--- src/hdl/cas_pkg.sv ---
`timescale 1ns / 1ps
package cas_pkg;

	localparam int MAX_COLS   = 64;
	localparam int ROW_W      = 64;
	localparam int COL_CNT_W  = 7;
	localparam int THRESH_W   = 4;
	localparam int CFG_DATA_W = 7;
	localparam int CFG_IDX_W  = 2;
	localparam int FIFO_DEPTH = 4;
	localparam int FIFO_PTR_W = 2;
	localparam int FIFO_CNT_W = 3;

	localparam logic [CFG_IDX_W-1:0] CFG_COL_COUNT   = 2'd0;
	localparam logic [CFG_IDX_W-1:0] CFG_SURVIVE_MIN = 2'd1;
	localparam logic [CFG_IDX_W-1:0] CFG_BIRTH_MIN   = 2'd2;

	localparam logic [COL_CNT_W-1:0] COL_COUNT_RST   = 7'd64;
	localparam logic [THRESH_W-1:0]  SURVIVE_MIN_RST = 4'd4;
	localparam logic [THRESH_W-1:0]  BIRTH_MIN_RST   = 4'd5;

	typedef enum logic [1:0] {
		HELD_NONE,
		HELD_ONE,
		HELD_TWO
	} cas_held_t;

	typedef struct packed {
		logic [ROW_W-1:0] above;
		logic [ROW_W-1:0] mid;
		logic [ROW_W-1:0] below;
		logic             done;
	} cas_job_t;

	typedef struct packed {
		logic [ROW_W-1:0] row;
		logic             done;
	} cas_res_t;

	function automatic logic [ROW_W-1:0] col_mask(input logic [COL_CNT_W-1:0] n);
		logic [ROW_W-1:0] m;
		for (int j = 0; j < ROW_W; j++) begin
			m[j] = (COL_CNT_W'(j) < n);
		end
		return m;
	endfunction

endpackage

--- src/hdl/cas_row_window.sv ---
`timescale 1ns / 1ps
module cas_row_window (
	input  logic                       clk,
	input  logic                       arst_n,
	input  logic                       take,
	input  logic                       drain,
	input  logic [cas_pkg::ROW_W-1:0]  row,
	input  logic                       last,
	input  logic [cas_pkg::ROW_W-1:0]  mask,
	output cas_pkg::cas_job_t          job_a_s1,
	output cas_pkg::cas_job_t          job_b_s1,
	output logic                       va_s1,
	output logic                       vb_s1
);
	import cas_pkg::*;

	localparam logic [ROW_W-1:0] ALL_WALL = '1;

	cas_held_t        held_q, held_d;
	logic [ROW_W-1:0] upper_q, upper_d;
	logic [ROW_W-1:0] middle_q, middle_d;
	logic [ROW_W-1:0] rowf;
	cas_job_t         job_a_d, job_b_d;
	logic             va_d, vb_d;

	always_comb begin
		rowf     = (row & mask) | ~mask;
		held_d   = held_q;
		upper_d  = upper_q;
		middle_d = middle_q;
		job_a_d  = job_a_s1;
		job_b_d  = job_b_s1;
		va_d     = va_s1 & ~drain;
		vb_d     = vb_s1 & ~drain;
		if (take) begin
			va_d = 1'b0;
			vb_d = 1'b0;
			case (held_q)
				HELD_NONE: begin
					if (last) begin
						job_a_d = '{above: ALL_WALL, mid: rowf, below: ALL_WALL, done: 1'b1};
						va_d    = 1'b1;
						upper_d  = '0;
						middle_d = '0;
					end else begin
						middle_d = rowf;
						held_d   = HELD_ONE;
					end
				end
				HELD_ONE, HELD_TWO: begin
					job_a_d = '{above: (held_q == HELD_ONE) ? ALL_WALL : upper_q,
						mid: middle_q, below: rowf, done: 1'b0};
					va_d    = 1'b1;
					if (last) begin
						job_b_d = '{above: middle_q, mid: rowf, below: ALL_WALL, done: 1'b1};
						vb_d     = 1'b1;
						upper_d  = '0;
						middle_d = '0;
						held_d   = HELD_NONE;
					end else begin
						upper_d  = middle_q;
						middle_d = rowf;
						held_d   = HELD_TWO;
					end
				end
				default: begin
					held_d = HELD_NONE;
				end
			endcase
		end
	end

	always_ff @(posedge clk or negedge arst_n) begin
		if (!arst_n) begin
			held_q <= HELD_NONE;
			va_s1  <= 1'b0;
			vb_s1  <= 1'b0;
		end else begin
			held_q <= held_d;
			va_s1  <= va_d;
			vb_s1  <= vb_d;
		end
	end

	always_ff @(posedge clk) begin
		upper_q  <= upper_d;
		middle_q <= middle_d;
		job_a_s1 <= job_a_d;
		job_b_s1 <= job_b_d;
	end

endmodule

--- src/hdl/cas_smooth.sv ---
`timescale 1ns / 1ps
module cas_smooth (
	input  cas_pkg::cas_job_t              job,
	input  logic [cas_pkg::ROW_W-1:0]      mask,
	input  logic [cas_pkg::THRESH_W-1:0]   survive_min,
	input  logic [cas_pkg::THRESH_W-1:0]   birth_min,
	output logic [cas_pkg::ROW_W-1:0]      new_row
);
	import cas_pkg::*;

	logic [ROW_W-1:0]    m;
	logic [ROW_W-1:0]    planes [8];
	logic [ROW_W-1:0]    upd;
	logic [THRESH_W-1:0] cnt [ROW_W];

	always_comb begin
		m         = (job.mid & mask) | ~mask;
		planes[0] = {job.above[ROW_W-2:0], 1'b1};
		planes[1] = job.above;
		planes[2] = {1'b1, job.above[ROW_W-1:1]};
		planes[3] = {m[ROW_W-2:0], 1'b1};
		planes[4] = {1'b1, m[ROW_W-1:1]};
		planes[5] = {job.below[ROW_W-2:0], 1'b1};
		planes[6] = job.below;
		planes[7] = {1'b1, job.below[ROW_W-1:1]};
		for (int j = 0; j < ROW_W; j++) begin
			cnt[j] = '0;
			for (int k = 0; k < 8; k++) begin
				cnt[j] = cnt[j] + THRESH_W'(planes[k][j]);
			end
			upd[j] = m[j] ? (cnt[j] >= survive_min) : (cnt[j] >= birth_min);
		end
		new_row = upd & mask;
	end

endmodule

--- src/hdl/cas_out_fifo.sv ---
`timescale 1ns / 1ps
module cas_out_fifo (
	input  logic                          clk,
	input  logic                          arst_n,
	input  logic                          push_a,
	input  logic                          push_b,
	input  cas_pkg::cas_res_t             din_a,
	input  cas_pkg::cas_res_t             din_b,
	input  logic                          pop,
	output logic                          valid,
	output cas_pkg::cas_res_t             dout,
	output logic [cas_pkg::FIFO_CNT_W-1:0] space
);
	import cas_pkg::*;

	cas_res_t              mem_q [FIFO_DEPTH];
	logic [FIFO_PTR_W-1:0] wr_q, rd_q;
	logic [FIFO_CNT_W-1:0] cnt_q;
	logic [FIFO_PTR_W-1:0] wr_next;

	assign wr_next = wr_q + FIFO_PTR_W'(1);
	assign valid   = (cnt_q != '0);
	assign dout    = mem_q[rd_q];
	assign space   = FIFO_CNT_W'(FIFO_DEPTH) - cnt_q;

	always_ff @(posedge clk or negedge arst_n) begin
		if (!arst_n) begin
			wr_q  <= '0;
			rd_q  <= '0;
			cnt_q <= '0;
		end else begin
			wr_q  <= wr_q + FIFO_PTR_W'(push_a) + FIFO_PTR_W'(push_b);
			rd_q  <= rd_q + FIFO_PTR_W'(pop);
			cnt_q <= cnt_q + FIFO_CNT_W'(push_a) + FIFO_CNT_W'(push_b)
				- FIFO_CNT_W'(pop);
		end
	end

	always_ff @(posedge clk) begin
		if (push_a) begin
			mem_q[wr_q] <= din_a;
		end
		if (push_b) begin
			mem_q[wr_next] <= din_b;
		end
	end

endmodule

--- src/hdl/cave_automaton_row_smoother_top.sv ---
`timescale 1ns / 1ps
// Path: input window register, then result queue. Throughput: one row word per
// cycle in while the queue has room, one result word per cycle out on m_tready;
// a final row after earlier rows yields two results, so the output queue sets the
// pace right after a grid ends.
// Reset: asynchronous, clears the row window, queue and valid bits; registers
// return to col_count 64, survive_min 4, birth_min 5.
module cave_automaton_row_smoother_top (
	input  logic                              clk,
	input  logic                              arst_n,
	input  logic                              s_tvalid,
	output logic                              s_tready,
	input  logic [cas_pkg::ROW_W-1:0]         s_tdata,   // row_cells[63:0]
	input  logic                              s_tlast,   // final_row
	output logic                              m_tvalid,
	input  logic                              m_tready,
	output logic [cas_pkg::ROW_W-1:0]         m_tdata,   // new_row[63:0]
	output logic                              m_tlast,   // grid_done
	input  logic                              cfg_we,
	input  logic [cas_pkg::CFG_IDX_W-1:0]     cfg_index,
	input  logic [cas_pkg::CFG_DATA_W-1:0]    cfg_data
);
	import cas_pkg::*;

	logic [COL_CNT_W-1:0]  col_count_q;
	logic [THRESH_W-1:0]   survive_min_q;
	logic [THRESH_W-1:0]   birth_min_q;
	logic [ROW_W-1:0]      mask;
	cas_job_t              job_a_s1, job_b_s1;
	logic                  va_s1, vb_s1;
	logic                  take, drain, fits, pop;
	logic [FIFO_CNT_W-1:0] space;
	logic [FIFO_CNT_W-1:0] need;
	cas_res_t              res_a, res_b, res_out;
	logic                  out_valid;

	always_ff @(posedge clk or negedge arst_n) begin
		if (!arst_n) begin
			col_count_q   <= COL_COUNT_RST;
			survive_min_q <= SURVIVE_MIN_RST;
			birth_min_q   <= BIRTH_MIN_RST;
		end else if (cfg_we) begin
			case (cfg_index)
				CFG_COL_COUNT:   col_count_q   <= cfg_data;
				CFG_SURVIVE_MIN: survive_min_q <= cfg_data[THRESH_W-1:0];
				CFG_BIRTH_MIN:   birth_min_q   <= cfg_data[THRESH_W-1:0];
				default: begin
				end
			endcase
		end
	end

	assign mask     = col_mask(col_count_q);
	assign pop      = out_valid & m_tready;
	assign need     = FIFO_CNT_W'(va_s1) + FIFO_CNT_W'(vb_s1);
	assign fits     = (space + FIFO_CNT_W'(pop)) >= need;
	assign drain    = (va_s1 | vb_s1) & fits;
	assign s_tready = ~(va_s1 | vb_s1) | drain;
	assign take     = s_tvalid & s_tready;

	cas_row_window u_window (
		.clk      (clk),
		.arst_n   (arst_n),
		.take     (take),
		.drain    (drain),
		.row      (s_tdata),
		.last     (s_tlast),
		.mask     (mask),
		.job_a_s1 (job_a_s1),
		.job_b_s1 (job_b_s1),
		.va_s1    (va_s1),
		.vb_s1    (vb_s1)
	);

	cas_smooth u_smooth_a (
		.job         (job_a_s1),
		.mask        (mask),
		.survive_min (survive_min_q),
		.birth_min   (birth_min_q),
		.new_row     (res_a.row)
	);
	assign res_a.done = job_a_s1.done;

	cas_smooth u_smooth_b (
		.job         (job_b_s1),
		.mask        (mask),
		.survive_min (survive_min_q),
		.birth_min   (birth_min_q),
		.new_row     (res_b.row)
	);
	assign res_b.done = job_b_s1.done;

	cas_out_fifo u_fifo (
		.clk    (clk),
		.arst_n (arst_n),
		.push_a (drain & va_s1),
		.push_b (drain & vb_s1),
		.din_a  (res_a),
		.din_b  (res_b),
		.pop    (pop),
		.valid  (out_valid),
		.dout   (res_out),
		.space  (space)
	);

	assign m_tvalid = out_valid;
	assign m_tdata  = res_out.row;
	assign m_tlast  = res_out.done;

`ifndef SYNTHESIS
	a_b_needs_a: assert property (@(posedge clk) disable iff (!arst_n)
		vb_s1 |-> va_s1)
		else $error("second result without first");

	a_b_is_grid_end: assert property (@(posedge clk) disable iff (!arst_n)
		vb_s1 |-> (job_b_s1.done && !job_a_s1.done))
		else $error("bad grid end marking on result pair");

	a_stall_only_when_busy: assert property (@(posedge clk) disable iff (!arst_n)
		!s_tready |-> (va_s1 || vb_s1))
		else $error("input stalled with empty window stage");

	a_space_bound: assert property (@(posedge clk) disable iff (!arst_n)
		space <= FIFO_CNT_W'(FIFO_DEPTH))
		else $error("result queue overflow");
`endif

endmodule
--- config.mk ---
export PLATFORM = sky130hd
export DESIGN_NAME = cave_automaton_row_smoother_top
export DESIGN_NICKNAME = d
export VERILOG_FILES = /design/src/hdl/cas_pkg.sv /design/src/hdl/cas_row_window.sv /design/src/hdl/cas_smooth.sv /design/src/hdl/cas_out_fifo.sv /design/src/hdl/cave_automaton_row_smoother_top.sv
export SDC_FILE = /design/constraint.sdc
export NUM_CORES = 2
export LEC_CHECK = 0
export BUFFER_PORTS_ARGS = -buffer_cell sky130_fd_sc_hd__buf_2
export CAP_MARGIN = 0
export CORE_MARGIN = 8
export CORE_UTILIZATION = 35
export DETAILED_ROUTE_END_ITERATION = 8
export PLACE_DENSITY = 0.5
export SKIP_CTS_REPAIR_TIMING = 1
export SYNTH_ARGS = -nofsm -noshare
export SYNTH_HDL_FRONTEND = slang
export SYNTH_SLANG_ARGS = --single-unit
--- constraint.sdc ---
create_clock -name clk -period 24.9 [get_ports clk]
set_clock_uncertainty 0.2 [all_clocks]
set_input_delay 4.98 -clock clk [delete_from_list [all_inputs] [get_ports clk]]
set_output_delay 4.98 -clock clk [all_outputs]
set_load 0.05 [all_outputs]
==> impl_metrics.ini <==
[outcome]
outcome = completed

[logic_synthesis]
yosysWarningCount = 0
number_of_enable_type_register_cells_in_the_synthesized_netlist = 705
synth_async_sr_flop_share_pct = 3.54
synth_area_per_cell_um2 = 10.4
synth.distinct_cells = 70
synth_largest_area_cell = edfxtp_1
post_synth_instance_area_um2 = 71100
yosys_register_bits = 735
netlist_instances = 6801
synth.net_count = 8741
synth_seq_area_share_pct = 30.8
yosys-top-cells-area = edfxtp_1, ha_1, fa_1
netlist.area_leader.share_pct = 29.8
ys_dominant_reg_cell = edfxtp_1

[worst_setup_path]
reg2reg_from = col_count_q[6]
last_element_of_the_critical_path = s_tready
crit_start = m_tready
r2r_end = u_fifo.mem_q[1][15]
worst-path-max-fanout = 12
r2r_slack_ns = 18.45
worst_r2r_path_depth = 14
crit_path_end_kind = output port
critical_path_at_ns = 7.21
critPathKind = in -> out
critical_path_required_ns = 19.72
worstSetupStartpointType = primary input

[clocking]
cts_tree = built
cts-buffers-inserted = 87
htree_num_levels = 3
clock_sink_count = 735
maximum_buffer_depth_of_the_clock_tree = 3
cts.clk_slew.worst_paths_ns = 0.05
clock_insertion_delay_worst_skew_ns = 0.74
clockRootBuffer = clkbuf_16

[final_layout]
mostFrequentLayoutCells = ha_1, inv_1, edfxtp_1, o21ai_0, fa_1
areaGrowthSynthToFinish_pct = 10.3
fill_cells = 19800
layout.cells.most_common = ha_1
net_count_final = 8921
drive_above_1_share_pct = 8.24

[timing]
transition_time_of_the_tightest_slew_check_pin_ns = 1.26
holdWs_ns = 0.250
timing.final.crit_period_ns = 12.39
layout_worst_path_cycle_share_pct = 49.8
final_hold_viol_count = 0
timing.final.max_slew_violations = 0
finalSetupViolCount = 0
fin_setup_tns_ns = 0
achievable_frequency_mhz = 80.7
max_slew_margin_pct = 14.8
unrepaired_setup_endpoints_after_global_routing = no

[detailed_routing]
drt_iter0_markers = 3240
drtPass1Iterations = 5
route.detailed.wl_per_inst_um = 23.0
routed_wl_um = 224000
vias = 50800
drcViolationCount = 0
postRouteAntennaNets = 0
detail_route.vias_per_cell = 5.22

[die]
chipWidth_um = 467
initial_utilization_pct = 35.2
die_height_um = 467
floorplan.core_area_um2 = 202000
top_level_ports = 146
num_rows = 165
dieArea_um2 = 218000

[global_route]
wire_length_of_the_first_global_routing_pass_um = 334000
grt_antenna_before_repair = 13
grt_overflow_total = 0
number_of_global_route_vias_before_repair = 52000
maximum_number_of_pins_on_one_net_before_global_route_repair = 150
gr-usage-all-layers_pct = 20.2

[flow_run]
max_cap_viol_count = 0

[placed_design]
routability_cong = 0.826
port_buffers = 145
post-dp-hpwl_um = 158000

[hold_path]
worstHoldPathType = reg -> reg
-- kinds of logic after synthesis --
logic type	count (synthesis)	synth area share [%]
AND/OR/NAND/NOR	1176	8.66
buffers and inverters	1477	7.92
AO/OA/AOI/OAI	1306	11.3
multiplexers	115	2.85
adder cells (fa/ha/maj)	1861	36.8
XOR/XNOR	131	1.61
flip-flops	735	30.8
-- synthesized netlist by cell type (19+ instances only) --
cell,n
a211oi_1,92
a21oi_1,230
a22o_1,65
a22oi_1,20
and2_1,41
buf_2,49
clkbuf_1,72
dfrtp_1,22
edfxtp_1,705
fa_1,381
ha_1,1480
inv_1,1338
mux2_2,48
mux4_2,65
nand2_1,138
nand2b_1,209
nand3b_1,32
nor2_1,382
nor2b_1,115
nor3_1,57
nor3b_1,32
nor4_1,47
o21a_1,50
o21ai_0,433
o22ai_1,253
o311ai_0,50
o31ai_1,19
or2_2,54
xnor2_1,127
-- layer usage --
| layer | track usage [%] | up-vias | wire [um] |
|---|---|---|---|
| li1 | - | 24200 | - |
| met1 | 27.0 | 25200 | 101000 |
| met2 | 34.8 | 1169 | 107000 |
| met3 | 2.56 | 237 | 10500 |
| met4 | 5.12 | 6 | 5450 |
| met5 | 0 | - | 36 |
-- critical path: stages --
cell,delay [ns]
buf_2,0.13
nand2_1,0.10
ha_1,0.19
inv_1,0.07
ha_1,0.22
ha_1,0.29
a211o_1,0.51
or2_2,0.46
buf_2,0.24
-- how the worst min path moves through the flow --
| stage | from | endpoint | slack (ns) | cells past startpoint |
|---|---|---|---|---|
| after CTS | u_window.middle_q[58] | u_window.job_b_s1[187] | 0.25 | 0 |
| after global placement | u_window.middle_q[21] | u_window.job_b_s1[150] | 0.23 | 0 |
| after detailed placement | u_window.middle_q[31] | u_window.job_b_s1[160] | 0.24 | 0 |
| final | u_window.middle_q[58] | u_window.job_b_s1[187] | 0.25 | 0 |
| after global routing | u_window.middle_q[58] | u_window.job_b_s1[187] | 0.26 | 0 |
| after floorplan | u_window.middle_q[2] | u_window.job_b_s1[131] | 0.23 | 0 |
-- per-stage QoR --
stage               util [%]  setup WS (ns)  instance area [um2]  std cells
CTS                     38.8          12.49                78400       9726
finish                  38.8          12.51                78400       9732
global route            38.8          12.43                78400       9727
floorplan                  -         0.0222                71100       6801
global placement        37.3          12.41                75400       9564
detailed placement      37.3          12.49                75400       9564
-- flip-flops by register name (all words and copies together) (netlist names) --
| name | flops |
|---|---|
| u_window.vb_s1 | 1 |
| u_fifo.wr_q | 2 |
| birth_min_q | 4 |
| u_window.job_a_s1 | 193 |
| col_count_q | 7 |
| u_window.va_s1 | 1 |
| u_fifo.mem_q | 260 |
| u_window.held_q | 2 |
| u_fifo.rd_q | 2 |
| u_window.job_b_s1 | 128 |
| u_fifo.cnt_q | 3 |
| u_window.upper_q | 64 |
| survive_min_q | 4 |
| u_window.middle_q | 64 |
-- cell type report --
type	instances	area, um2	area share (%)
sequential	735	21900	28.0
tap	2672	3340	4.27
timing repair buffer	229	1400	1.79
multi-input combinational	4589	43700	55.7
inverter	1339	5060	6.45
clock inverter	69	769	0.982
antenna	6	15.0	0.0192
clock buffer	93	2200	2.81
Power is left out: the tool's default activity adds up to more than one toggle a clock period on the data nets, which glitch-free logic cannot reach.
